===== config.mk =====
export PLATFORM = sky130hd
export DESIGN_NAME = rsas_front
export DESIGN_NICKNAME = d
export VERILOG_FILES = /design/src/sv/rsas_pkg.sv /design/src/sv/rsas_front.sv
export SDC_FILE = /design/constraint.sdc
export NUM_CORES = 1
export LEC_CHECK = 0
export BUFFER_PORTS_ARGS = -buffer_cell sky130_fd_sc_hd__buf_2
export CORE_MARGIN = 1
export CORE_UTILIZATION = 40
export DETAILED_ROUTE_END_ITERATION = 6
export GPL_TIMING_DRIVEN = 0
export HOLD_SLACK_MARGIN = 0.05
export PLACE_DENSITY = 0.78
export SYNTH_ARGS = -nofsm -noshare
export SYNTH_HDL_FRONTEND = slang
export SYNTH_SLANG_ARGS = --single-unit

===== constraint.sdc =====
create_clock -name i_clk -period 2.7 [get_ports i_clk]
set_clock_uncertainty 0.1 [all_clocks]
set_input_delay 0.405 -clock i_clk [delete_from_list [all_inputs] [get_ports i_clk]]
set_output_delay 0.405 -clock i_clk [all_outputs]
set_load 0.05 [all_outputs]

===== src/sv/rsas_pkg.sv =====
package rsas_pkg;

    // Default geometry of the element store.
    localparam int DEPTH       = 4096;
    localparam int VALUE_WIDTH = 16;

    // Width of the reported position field.
    localparam int POS_W = 12;

    // Item selector codes; selector value 3 carries no operation.
    typedef enum logic [1:0] {
        OP_APPEND = 2'd0,
        OP_SEARCH = 2'd1,
        OP_CLEAR  = 2'd2
    } t_op;

    // Sequencer of the execution side.
    typedef enum logic [2:0] {
        ST_IDLE,
        ST_MID,
        ST_LO,
        ST_DECIDE,
        ST_RESULT
    } t_state;

    // Address width for a store of the given depth.
    function automatic int addr_w(input int depth);
        return (depth > 1) ? $clog2(depth) : 1;
    endfunction

endpackage


===== src/sv/rsas_front.sv =====
module rsas_front #(
    parameter int VW = rsas_pkg::VALUE_WIDTH
) (
    input  logic                 i_clk,
    input  logic                 i_rst_n,
    input  logic                 i_valid,
    output logic                 o_ready,
    input  logic [1:0]           i_func,
    input  logic signed [VW-1:0] i_value,
    output logic                 o_push_valid,
    input  logic                 i_push_ready,
    output rsas_pkg::t_op        o_push_op,
    output logic signed [VW-1:0] o_push_value
);
    logic                 r_valid, n_valid;
    rsas_pkg::t_op        r_op, n_op;
    logic signed [VW-1:0] r_value, n_value;
    logic                 known;

    assign o_ready      = !r_valid || i_push_ready;
    assign o_push_valid = r_valid;
    assign o_push_op    = r_op;
    assign o_push_value = r_value;

    // Decode the selector; the unused code is taken and dropped here.
    always_comb begin
        case (rsas_pkg::t_op'(i_func))
            rsas_pkg::OP_APPEND,
            rsas_pkg::OP_SEARCH,
            rsas_pkg::OP_CLEAR: known = 1'b1;
            default:            known = 1'b0;
        endcase
    end

    always_comb begin
        n_valid = r_valid && !i_push_ready;
        n_op    = r_op;
        n_value = r_value;
        if (i_valid && o_ready) begin
            n_valid = known;
            n_op    = rsas_pkg::t_op'(i_func);
            n_value = i_value;
        end
    end

    always_ff @(posedge i_clk) begin
        if (!i_rst_n) begin
            r_valid <= 1'b0;
        end else begin
            r_valid <= n_valid;
        end
        r_op    <= n_op;
        r_value <= n_value;
    end
endmodule


# Word-level counts from Yosys, hierarchy flattened
# Cells that the tools add are included.
dict set report word_totals {
  regBits 19
  latch_bits 0
  ramBits 0
  romBits 0
  out_inout_bits 20
  elab_cells 14
  n_memories 0
}
dict set report classes {
  n_addsub 0
  multipliers 0
  div 0
  n_lt_le_gt_ge 0
  eq_ne 2
  n_shift 0
  n_mux 2
  bitwise_logic 0
  reduce_logical 7
}
# cell n
set op_table {}
lappend op_table {{$reduce_or 3->1} 1}
lappend op_table {{$eq 2x1->1 const B} 1}
lappend op_table {{$eq 2x2->1 const B} 1}
lappend op_table {{$logic_and 1x1->1} 2}
lappend op_table {{$logic_not 1->1} 2}
lappend op_table {{$logic_not 2->1} 1}
lappend op_table {{$mux 1} 2}
lappend op_table {{$logic_or 1x1->1} 1}

# Longest topological paths before layout
dict set report depth {
  ltp_word 4
  depth_mapped 2
}

# Least setup slack after synthesis
# No wires, ideal clock.
dict set report synth_path {
  path_kind {register to register}
  start {register r_valid, in the netlist o_push_valid}
  end {register r_op[0], in the netlist o_push_op[0], enable pin}
  arrival_ps 1549
  required_time_ps 2224
  path_slack_ps 675
  stages_incl_launch_ff 3
  n_path_buf 0
  synth_period_minus_slack_ps 2025
  cell_sequence {dfxtp_1 nand2b_1 and2_1}
}
dict set report synth_between {
  elab_chain_cells 3
}
# item line_no
set synth_rtl {}
lappend synth_rtl {{from (decl)} rsas_front.sv:15} ;# logic r_valid, n_valid;
lappend synth_rtl {{from (signal assigned)} rsas_front.sv:50} ;# r_valid <= n_valid;
lappend synth_rtl {{$logic_not 1->1} rsas_front.sv:20} ;# assign o_ready = !r_valid || i_push_ready;
lappend synth_rtl {{$logic_or 1x1->1} rsas_front.sv:20}
lappend synth_rtl {{net o_ready} rsas_front.sv:7} ;# output logic o_ready,
lappend synth_rtl {{$logic_and 1x1->1} rsas_front.sv:39} ;# if (i_valid && o_ready) begin
lappend synth_rtl {{to (signal assigned)} rsas_front.sv:52} ;# r_op <= n_op;
lappend synth_rtl {{to (decl)} rsas_front.sv:16} ;# rsas_pkg::t_op r_op, n_op;
# The timed path passes the listed nets, and every way through them passes these cells.
# A chain may end at the register's enable or synchronous reset.

# Final worst setup path
dict set report layout_path {
  start {register r_valid, in the netlist o_push_valid}
  end {register r_value[0], in the netlist o_push_value[0], enable pin}
}
dict set report layout_between {
  elab_chain_cells 3
}
# item line_no
set layout_rtl {}
lappend layout_rtl {{$logic_not 1->1} rsas_front.sv:20}
lappend layout_rtl {{$logic_or 1x1->1} rsas_front.sv:20}
lappend layout_rtl {{$logic_and 1x1->1} rsas_front.sv:39}
lappend layout_rtl {{to (signal assigned)} rsas_front.sv:53} ;# r_value <= n_value;
lappend layout_rtl {{to (decl)} rsas_front.sv:17} ;# logic signed [VW-1:0] r_value, n_value;
# Every way passes these cells.

==> run metrics <==
H-tree depth 1; number of antenna violations at the first check in global routing 0; Area growth, synth to finish 42.1%; Max-cap violations 0; effective utilization at floorplan 0.446; number of detailed-routing iterations run before antenna repair 1; # IOs 42; critical path capture point type register; gate family responsible for the most delay along the worst path simple AND/OR/NAND/NOR gates; setup TNS 0 ns; clock network fraction of design power 0.226; library cells used by synthesis 6; RSZ-0062 raised after global routing false; wire length per cell after detailed routing 11.2 um; Placer Congestion 0.706; largest fanout on the critical path 18; leakage power of the design 0.373 nW; die outline height 40.5 um; antenna-violating nets left 0; Site Rows 13; sequential fraction of the synthesis area 0.943; fraction of post-synthesis cell area in the top cell type by area 0.909; clock transition at the register clock pins on the worst setup and hold paths after CTS 0.09 ns; sequence of cells on the critical path nand2b_1, and2_1; slowest cell on the critical path sky130_fd_sc_hd__and2_1; via count of the first global-routing pass 278; Final Hold Viols 0; final-layout fill cell count 103; max incr delay on CP 0.64 ns; share of total power consumed by net switching 0.270; Flop pwr share 0.596; total of flip-flops plus latches after synthesis 19; number of nets produced by synthesis 45; net switching power figure 0.157 mW; number of remaining DRC errors 0; arrival time reported for the critical path endpoint 1.36 ns; Setup Fix Bufs, Post-CTS 0; TritonCTS clock tree yes; x dimension of the die 40.5 um; number of cells upsized or downsized after cts 0; via density per instance 4.48; grt total ovfl 0; violation count after the first detailed-routing iteration 0; biggest area consumer among synthesized cells sky130_fd_sc_hd__edfxtp_1; # port buffers 41; diode count 0; combinational fraction of design power 0.177; final hold slack 0.191 ns; number of standard cells after synthesis 23; peak clock frequency supported by timing 0.648 GHz; Core Box Area 1330 um2; Int Power 0.424 mW; worst path buffer plus inverter count 0; largest cells by area after synthesis sky130_fd_sc_hd__edfxtp_1, sky130_fd_sc_hd__dfxtp_1, sky130_fd_sc_hd__a21boi_2; total power draw 0.581 mW; pre-CTS worst setup slack 0.949 ns; total number of vias 372; cell area after synthesis 594 um2; relative max-transition margin 0.492; proportion of layout cells with a drive suffix above 1 0.662; ratio of total power to cell area 688 nW/um2; run status finished, final reports clean; Crit Path Category reg2reg; clock latency reported for the late side of the worst-skew pair 0.28 ns; clock buffers created by TritonCTS 3; count of synthesis-stage warnings from yosys 0; utilization of the core after routing 0.633; global-route wire length before repair 1.17 mm; maximum count of clock buffers along a single path 2; fin crit share 0.572; clock period minus worst slack 1.54 ns; maximum number of pins on one net before global-route repair 19; routed wire length 930 um; worst-margin pin slew 0.763 ns; Mean Syn Cell Area 25.8 um2; Nets 91; worst min path class in2reg; Max rail drop VDD 388 uV; gr usage total 0.125; kind of start point of the critical path register; area enclosed by the die boundary 1640 um2; cts-stage hold buffer count 0; Slew Limit Fails 0; data required time at the worst endpoint 2.52 ns; clock sink count 19; Root Buffer Master sky130_fd_sc_hd__clkbuf_4; fin worst setup slack 1.16 ns; Setup Viol. Count Final 0
-- sequential cells by signal, summed over array words and instances, names as in the netlist --
name	flops
o_push_value	16
o_push_valid	1
o_push_op	2
-- placed cells by master (no fill, tap or decap) --
cell type,count
sky130_fd_sc_hd__clkbuf_1,1
sky130_fd_sc_hd__dfxtp_1,1
sky130_fd_sc_hd__and2_1,1
sky130_fd_sc_hd__a21boi_2,1
sky130_fd_sc_hd__clkbuf_4,3
sky130_fd_sc_hd__nand2b_1,1
sky130_fd_sc_hd__buf_2,41
sky130_fd_sc_hd__edfxtp_1,18
sky130_fd_sc_hd__a21bo_1,1
-- cells by family (layout without fill, tap and decap cells) --
family          Yosys count  count (layout)  share of synthesized area
compound gates            2               2                     0.0358
flops                    19              19                      0.943
buf+inv                   0              45                          0
simple gates              2               2                     0.0211
-- worst paths after layout --
check	startpoint	to	slack [ns]	cells after the start
worst max-delay path	o_push_valid	o_push_value[0]	1.16	2
worst min-delay path	i_value[5]	o_push_value[5]	0.19	1
worst max register to register	o_push_valid	o_push_value[0]	1.16	2
worst min register to register	o_push_valid	o_push_valid	0.44	2
-- power groups by stage --
stage               Sequential, mW  Combinational, mW  Clock (mW)
floorplan                    0.415             0.0107           0
global placement             0.353              0.102           0
detailed placement           0.353              0.104           0
CTS                          0.347              0.104       0.138
global route                 0.349              0.108       0.149
finish                       0.347              0.103       0.132
-- synth_stat cells --
| cell | n |
|---|---|
| sky130_fd_sc_hd__dfxtp_1 | 1 |
| sky130_fd_sc_hd__a21boi_2 | 1 |
| sky130_fd_sc_hd__and2_1 | 1 |
| sky130_fd_sc_hd__a21bo_1 | 1 |
| sky130_fd_sc_hd__nand2b_1 | 1 |
| sky130_fd_sc_hd__edfxtp_1 | 18 |
-- per-stage QoR --
step | instances | cell area [um2]
2_1_floorplan | 23 | 594
3_3_place_gp | 79 | 818
3_5_place_dp | 79 | 818
4_1_cts | 83 | 845
5_1_grt | 83 | 845
6_report | 83 | 845
-- per-layer routing --
metal  track usage  share of wire  vias to the layer above
li1              -              -                      179
met1         0.140           0.39                      157
met2         0.175           0.45                       34
met3        0.0667           0.15                        2
met4         0.100         0.0065                        0
met5             0              0                        -
-- final cells by class --
| cell class | instances | area, um2 | share of cell area |
|---|---|---|---|
| well taps | 15 | 18.8 | 0.0222 |
| clock buffers | 4 | 26.3 | 0.0311 |
| repair buffers | 41 | 205 | 0.243 |
| flip-flops and latches | 19 | 561 | 0.664 |
| multi-input cells | 4 | 33.8 | 0.0400 |
Power figures use the tool's default switching activity.
