--- src/sv/rsas_pkg.sv ---
package rsas_pkg;

    // Default geometry of the element store.
    localparam int DEPTH       = 4096;
    localparam int VALUE_WIDTH = 16;

    // Width of the reported position field.
    localparam int POS_W = 12;

    // Item selector codes; selector value 3 carries no operation.
    typedef enum logic [1:0] {
        OP_APPEND = 2'd0,
        OP_SEARCH = 2'd1,
        OP_CLEAR  = 2'd2
    } t_op;

    // Sequencer of the execution side.
    typedef enum logic [2:0] {
        ST_IDLE,
        ST_MID,
        ST_LO,
        ST_DECIDE,
        ST_RESULT
    } t_state;

    // Address width for a store of the given depth.
    function automatic int addr_w(input int depth);
        return (depth > 1) ? $clog2(depth) : 1;
    endfunction

endpackage

--- src/sv/rsas_queue.sv ---
module rsas_queue #(
    parameter int VW = rsas_pkg::VALUE_WIDTH
) (
    input  logic                 i_clk,
    input  logic                 i_rst_n,
    input  logic                 i_push_valid,
    output logic                 o_push_ready,
    input  rsas_pkg::t_op        i_push_op,
    input  logic signed [VW-1:0] i_push_value,
    output logic                 o_valid,
    input  logic                 i_pop,
    output rsas_pkg::t_op        o_op,
    output logic signed [VW-1:0] o_value
);
    rsas_pkg::t_op        r_op    [2];
    logic signed [VW-1:0] r_value [2];
    logic                 r_wp, r_rp;
    logic [1:0]           r_cnt;
    logic                 push, pop;

    assign o_push_ready = (r_cnt != 2'd2);
    assign o_valid      = (r_cnt != 2'd0);
    assign o_op         = r_op[r_rp];
    assign o_value      = r_value[r_rp];
    assign push         = i_push_valid && o_push_ready;
    assign pop          = i_pop && o_valid;

    always_ff @(posedge i_clk) begin
        if (!i_rst_n) begin
            r_wp  <= 1'b0;
            r_rp  <= 1'b0;
            r_cnt <= 2'd0;
        end else begin
            if (push) begin
                r_wp <= !r_wp;
            end
            if (pop) begin
                r_rp <= !r_rp;
            end
            r_cnt <= r_cnt + 2'(push) - 2'(pop);
        end
        if (push) begin
            r_op[r_wp]    <= i_push_op;
            r_value[r_wp] <= i_push_value;
        end
    end
endmodule

--- config.mk ---
export PLATFORM = sky130hd
export DESIGN_NAME = rsas_queue
export DESIGN_NICKNAME = d
export VERILOG_FILES = /design/src/sv/rsas_pkg.sv /design/src/sv/rsas_queue.sv
export SDC_FILE = /design/constraint.sdc
export NUM_CORES = 1
export LEC_CHECK = 0
export ABC_AREA = 1
export BUFFER_PORTS_ARGS = -buffer_cell sky130_fd_sc_hd__buf_2
export CAP_MARGIN = 5
export CELL_PAD_IN_SITES_DETAIL_PLACEMENT = 1
export CELL_PAD_IN_SITES_GLOBAL_PLACEMENT = 1
export CORE_MARGIN = 3
export CORE_UTILIZATION = 42
export CTS_CLUSTER_DIAMETER = 200
export DETAILED_ROUTE_END_ITERATION = 8
export PLACE_DENSITY = 0.82
export SLEW_MARGIN = 20
export SYNTH_ARGS = -nofsm -noshare
export SYNTH_HDL_FRONTEND = slang
export SYNTH_SLANG_ARGS = --single-unit
export TNS_END_PERCENT = 1
--- constraint.sdc ---
create_clock -name i_clk -period 2.42 [get_ports i_clk]
set_clock_uncertainty 0.1 [all_clocks]
set_input_delay 0.242 -clock i_clk [delete_from_list [all_inputs] [get_ports i_clk]]
set_output_delay 0.242 -clock i_clk [all_outputs]
set_load 0.005 [all_outputs]
After elaboration in Yosys (flattened, before gate mapping)
Memories as Yosys holds them, arrays and structs flattened. A register that Yosys moved wholly into a read port is not among the register bits.
Index checks and enable logic that the tools add are counted.
{"block": "classes", "eq_ne": 1, "n_reduce_logical": 5, "add_sub_neg": 2, "muxes": 6}
{"operator": "$mux W1", "count": 6}
{"operator": "$add A2 B1 Y2", "count": 1}
{"operator": "$logic_and A1 B1 Y1", "count": 2}
{"operator": "$logic_not A1 Y1", "count": 2}
{"operator": "$ne A2 B2 Y1 const B", "count": 1}
{"operator": "$reduce_bool A2 Y1", "count": 1}
{"operator": "$sub A2 B1 Y2", "count": 1}
{"block": "totals", "n_memories": 2, "ram_bits": 36, "in_bits": 22, "ff_bits": 4}
{"memory": "r_value", "words": 2, "word_bits": 16, "read_ports": 1, "rd_ports_with_merged_regs": 1, "write_ports": 1, "line": "rsas_queue.sv:16", "rtl": "logic signed [VW-1:0] r_value [2];"}
{"memory": "r_op", "words": 2, "word_bits": 2, "read_ports": 1, "rd_ports_with_merged_regs": 1, "write_ports": 1, "line": "rsas_queue.sv:15", "rtl": "rsas_pkg::t_op r_op [2];"}

Longest topological paths before layout
Gate-level depths: netlist (run 1).
{"block": "depth", "depth_word": 4, "depth_mapped": 11, "depth_no_buf": 11}

Worst setup path before layout (run 1)
Ideal clock, no wire load.
{"block": "synth_timing", "path_type": "reg2reg", "from": "register r_cnt[0]", "to": "memory r_op[1][0] in the netlist's numbering (enable)", "required_ns": 1.926, "path_buffers": 0, "arrival_time_ns": 1.409, "path_slack_ns": 0.517, "path_stages_with_launch": 5, "path_cell_list": "dfxtp_1 > inv_1 > nand2_1 > nand2_1 > nor2_1"}
{"block": "synth_between", "elab_chain_len": 4}
{"element": "start: declaration", "line": "rsas_queue.sv:18", "rtl": "logic [1:0] r_cnt;"}
{"element": "start signal: assignment", "line": "rsas_queue.sv:40", "rtl": "r_cnt <= r_cnt + 2'(push) - 2'(pop);"}
{"element": "$ne A2 B2 Y1", "line": "rsas_queue.sv:21", "rtl": "assign o_push_ready = (r_cnt != 2'd2);"}
{"element": "named net o_push_ready", "line": "rsas_queue.sv:7", "rtl": "output logic o_push_ready,"}
{"element": "$logic_and A1 B1 Y1", "line": "rsas_queue.sv:25", "rtl": "assign push = i_push_valid && o_push_ready;"}
{"element": "$mux W1", "line": "rsas_queue.sv:42", "rtl": "if (push) begin"}
{"element": "$mux W1 (implied by the code)", "line": "rsas_queue.sv:43", "rtl": "r_op[r_wp] <= i_push_op;"}
{"element": "end: declaration", "line": "rsas_queue.sv:15"}
The timed path passes the listed nets, and every way through them passes these cells.

==> impl_metrics.csv, run 1 <==
group,metric,value,unit
placed_design,portBuffers,41,
global_routing,track_usage,0.143,
clock_tree,cts_buffer_depth,2,
clock_tree,numCtsBuffers,5,
clock_tree,cts.sinks,41,
power,vdd_ir_drop_max,0.517,mV
floorplanning,core,0.00349,sq mm
global_routing,grt_pass1_vias,965,
detailed_routing,drt_pass1_iterations,4,
run,maxCapViolations,0,
clock_tree,cts_post_setup_buffers_inserted,0,
layout,final_common_cell,"buf_2",
detailed_routing,wl_per_cell,14.8,um
global_routing,grt_max_degree,14,
layout,antenna_cells,0,
detailed_routing,via_per_inst,4.66,
clock_tree,tritoncts,"yes",
global_routing,overflow,0,
clock_tree,cts_max_level,2,
sta,slew_viol_final,0,
yosys,ys_seq_area_frac,0.744,
worst_setup_path,cp_slowest_cell,"dfxtp_1",
placed_design,place.gp.congestion,0.705,
detailed_routing,route.detailed.drc,0,
floorplanning,num_io_pins,42,
global_routing,busiest_layer,"met2",
clock_tree,cts_root_buf,"clkbuf_8",
global_routing,gr-usage-met3,0.0599,
sta,relSlewSlack,0.645,
worst_setup_path,crit_chain,"buf_4 -> mux2_4 -> buf_2",
clock_tree,cts_resized,0,
floorplanning,row_count,21,
global_routing,antenna_found_initial,0,
worst_setup_path,cp.required,2.08,ns
worst_setup_path,cp-start-kind,"flip-flop",
sta,worstMarginPinSlew,0.531,ns
global_routing,grt_first_pass_wirelength,4330,um
floorplanning,dieWidth,67.5,um
sta,hold_viol,0,
sta,rsz0062_at_grt,"no",
detailed_routing,detail_route.wirelength,2790,um
worst_setup_path,path_class,"flip-flop to output pin",
layout,area_growth,23.7,%
worst_setup_path,cp_slowest_stage_delay,0.66,ns
floorplanning,die_area,0.00455,sq mm
power,cellLeakagePower,0.000798,uW
clock_tree,cts_hold_buf,0,
placed_design,dp_hpwl,2040,um
layout,nNetsFinal,165,
detailed_routing,num_vias,881,
yosys,yosysWarnings,0,
floorplanning,die_h,67.5,um
yosys,synth_top_area_cell,"edfxtp_1",
power,power,2010,uW
floorplanning,initial_core_util,0.454,
sta,period_share,0.841,
layout,drive_gt1_frac,0.510,
detailed_routing,drtAntennaViolNets,0,
run_status,outcome,"finished clean",
yosys,yosys_register_bits,41,
sta,period_needed,2.04,ns
worst_setup_path,path_max_fanout,11,
yosys,syn_area,0.00159,sq mm
sta,setup_viol,0,
global_routing,globalRouteMet1Util,0.142,
yosys,syn-num-nets,115,
yosys,syn_avg_cell_area,17.3,sq um
layout,layout_common_cells,"buf_2 (41), edfxtp_1 (36), nand2_1 (11), mux2_4 (10), mux2_2 (8)",
sta,fmax,0.491,GHz
yosys,synth_area_leaders,"edfxtp_1 (68%), mux2_4 (9.5%), dfxtp_1 (6.3%), mux2_2 (5.7%), nand2_1 (2.6%)",
yosys,synth_cell_types,14,
clock_tree,clkTransAtPathRegs,0.07,ns
worst_setup_path,endpoint_kind,"output pin",
power,p_per_area,1020,mW/mm^2
global_routing,use_met2,0.242,
worst_setup_path,critPathArrivalTime,1.69,ns
yosys,syn_inst,92,
detailed_routing,dr.first_iter.drc_count,45,
yosys,synth_top_cell_area_share,0.681,
sta,tns,0,ns
clock_tree,clk_latency,0.29,ns
hold_path,hp-class,"primary input to flip-flop",
[per-stage QoR]
stage	hold slack (ns)	utilization	setup slack [ns]	std cells	cell area, sq um
floorplan	0.235	-	0.517	92	1590
global placement	0.335	0.531	0.718	181	1850
detailed placement	0.336	0.531	0.680	181	1850
CTS	0.0231	0.562	0.347	189	1960
global route	0.0222	0.562	0.269	189	1960
finish	0.0390	0.562	0.384	189	1960
[cell families after synthesis]
kind of cell	synth area share
flip-flops	0.744
XOR/XNOR	0.00552
buffers and inverters	0.0363
multiplexers	0.151
AO/OA/AOI/OAI	0.00315
adder cells (fa/ha/maj)	0.00788
AND/OR/NAND/NOR	0.0520
[state kept, by name, summed over array words and instances (netlist names), named ones only]
| name | cells |
|---|---|
| r_value | 32 |
| r_op | 4 |
| r_cnt | 2 |
| r_rp | 1 |
| r_wp | 1 |
[path summary, 6_finish.rpt]
path                    startpoint              to  slack [ns]  cells past startpoint
setup / recovery         flip-flop     o_value[13]        0.38                      3
hold / removal    i_push_value[12]  r_value[1][12]        0.04                      1
setup reg to reg          r_cnt[0]  r_value[0][14]        0.73                      5
hold reg to reg               r_rp       flip-flop        0.41                      2
[synth_stat cells]
cell      instances
nand3_1           1
mux2_4           10
edfxtp_1         36
inv_1             7
buf_12            1
ha_1              1
nand2_1          11
buf_6             1
mux2_2            8
nor2_1            8
a21oi_1           1
nor2_2            1
xnor2_1           1
dfxtp_1           5
[cell type report]
cell class                      instances  area (sq um)
Fill cell                             354          1530
Sequential cell                        41          1180
Multi-Input combinational cell         42           354
Timing Repair Buffer                   45           235
Clock buffer                            5          68.8
Tap cell                               46          57.6
Clock inverter                          3          41.3
Inverter                                7          26.3
[routing by layer]
metal	vias to the layer above	routed length, um
met4	0	48
met3	4	218
met2	32	1500
met1	421	1020
met5	-	0
li1	424	-
[critical path, delay by kind of cell, from the launching register on]
kind,cells,cell delay (ns)
flops,1,0.66
buf+inv,2,0.43
mux,1,0.31
[where the power goes]
part	switching [uW]	total [uW]	internal, uW
combinational	247	519	272
clock	224	527	303
sequential	60.8	963	902
Power figures use the tool's default switching activity.
==> run 2: changes to the inputs <==
Clock period 2.42 ns to 2.1 ns, I/O delays scaled along.
==> run 2 against run 1 <==
Combinational power grew 26%. Final cell count grew 3.2%. Non-clock buffer count grew 6. Wire length grew 14%.
==> impl_metrics.csv, run 2 (synthesized netlist as in run 1, its figures left out) <==
group,metric,value,unit
global_routing,track_usage,0.149,
sta,worstMarginPinSlew,0.266,ns
detailed_routing,detail_route.wirelength,3170,um
hold_path,hold_end,"r_value[1][12]",
layout,fillCellCount,362,
layout,largest_register_ffs,32,
floorplanning,die_h,67.5,um
layout,area_growth,26.0,%
worst_setup_path,path_max_fanout,6,
layout,nNetsFinal,171,
placed_design,post-place-ws,0.457,ns
floorplanning,num_io_pins,42,
placed_design,portBuffers,41,
power,p_per_area,1130,mW/mm^2
clock_tree,cts_resized,0,
detailed_routing,drt_pass1_iterations,3,
detailed_routing,drtAntennaViolNets,0,
worst_setup_path,reg2reg_depth,11,
global_routing,antenna_found_initial,0,
clock_tree,cts.sinks,41,
layout,antenna_cells,0,
sta,hold_viol,0,
layout,top_regs,"r_value x32, r_op x4, r_cnt x2",
sta,rsz0062_at_grt,"no",
detailed_routing,route.detailed.drc,0,
sta,fin_ws,0.455,ns
detailed_routing,dr.first_iter.drc_count,57,
clock_tree,numCtsBuffers,5,
global_routing,overflow,0,
layout,layout_common_cells,"buf_2 (41), edfxtp_1 (36), nand2_1 (11), mux2_4 (10), mux2_2 (8)",
layout,final_common_cell,"buf_2",
sta,period_needed,1.64,ns
floorplanning,core,0.00349,sq mm
worst_setup_path,timing.rr.start,"r_cnt[0]",
worst_setup_path,cp-start-kind,"flip-flop",
layout,top_register,"r_value",
clock_tree,cts_root_buf,"clkbuf_8",
clock_tree,tritoncts,"yes",
clock_tree,cts_buffer_depth,2,
detailed_routing,num_vias,916,
clock_tree,clk_latency,0.29,ns
floorplanning,row_count,21,
sta,relSlewSlack,0.822,
worst_setup_path,critPathArrivalTime,1.73,ns
worst_setup_path,ff2ff_setup_slack,0.46,ns
floorplanning,die_area,0.00455,sq mm
placed_design,dp_hpwl,2290,um
hold_path,hp-class,"primary input to flip-flop",
layout,drive_gt1_frac,0.503,
clock_tree,cts_hold_buf,2,
power,cellLeakagePower,0.000822,uW
clock_tree,cts_post_setup_buffers_inserted,0,
worst_setup_path,cp.required,2.19,ns
sta,slew_viol_final,0,
power,vdd_ir_drop_max,0.567,mV
detailed_routing,via_per_inst,4.70,
run,maxCapViolations,0,
worst_setup_path,endpoint_kind,"flip-flop",
detailed_routing,wl_per_cell,16.2,um
sta,tns,0,ns
clock_tree,clkTransAtPathRegs,0.07,ns
hold_path,worstHoldPathCells,1,
floorplanning,initial_core_util,0.454,
floorplanning,dieWidth,67.5,um
global_routing,grt_pass1_vias,985,
clock_tree,cts_max_level,2,
sta,period_share,0.783,
placed_design,place.gp.congestion,0.683,
worst_setup_path,r2r_end,"r_cnt[1]",
global_routing,grt_max_degree,13,
global_routing,grt_first_pass_wirelength,4730,um
run_status,outcome,"finished clean",
worst_setup_path,path_class,"flip-flop to flip-flop",
hold_path,min_from,"i_push_value[12]",
sta,setup_viol,0,
sta,fmax,0.608,GHz
[run 2: cell count changes in the layout (fill, tap and decap cells not counted)]
cell	previous run	this run
buf_4	4	6
bufinv_16	1	0
clkbuf_8	5	6
clkinv_2	0	1
clkinvlp_4	1	0
dlygate4sd3_1	0	4
[run 2: cell type report]
| class | count | area, sq um | area share |
|---|---|---|---|
| clock buffer | 6 | 82.6 | 0.0413 |
| clock inverter | 2 | 8.76 | 0.00438 |
| inverter | 7 | 26.3 | 0.0131 |
| multi-input combinational | 42 | 354 | 0.177 |
| sequential | 41 | 1180 | 0.590 |
| tap | 46 | 57.6 | 0.0288 |
| timing repair buffer | 51 | 290 | 0.145 |
[run 2: power by group]
part | total [uW] | switching, uW | internal, uW
Sequential | 1090 | 52.5 | 1040
Clock | 517 | 257 | 260
Combinational | 654 | 321 | 334
Total | 2260 | 630 | 1630
[run 2: how the worst max path moves through the flow]
stage	cells after the start	to	startpoint
CTS	3	o_value[11]	flip-flop
detailed placement	11	r_cnt[1]	r_cnt[0]
global route	10	r_cnt[1]	r_cnt[0]
floorplan	4	r_op[1][0]	r_cnt[0]
finish	11	r_cnt[1]	r_cnt[0]
global placement	11	r_cnt[1]	r_cnt[0]
[run 2: critical path: stages (launching register included)]
cell and delay (ns):
dfxtp_1 0.36, inv_1 0.05, nand2_1 0.08, nand2_1 0.18, xnor2_1 0.19, ha_1 0.20, inv_1 0.05, nand2_1 0.05
nand2_1 0.09, nand3_1 0.08, nand2_1 0.07, nor2_1 0.04
[run 2: per-layer routing]
metal	wire length [um]	vias up	GRT usage	share of wire
met5	0	-	0	0
met4	49	0	0.0608	0.015
met3	222	5	0.0549	0.070
met2	1740	31	0.261	0.55
met1	1150	443	0.160	0.36
li1	-	437	-	-
[run 2: per-stage QoR]
stage | area [sq um] | power [uW] | hold slack (ns) | util | std cells
global route | 2000 | 2410 | 0.00109 | 0.573 | 195
floorplan | 1590 | 1520 | 0.203 | - | 92
CTS | 1980 | 2280 | 0.000560 | 0.567 | 193
finish | 2000 | 2260 | 0.00810 | 0.573 | 195
detailed placement | 1870 | 1770 | 0.302 | 0.535 | 183
global placement | 1870 | 1710 | 0.298 | 0.535 | 183
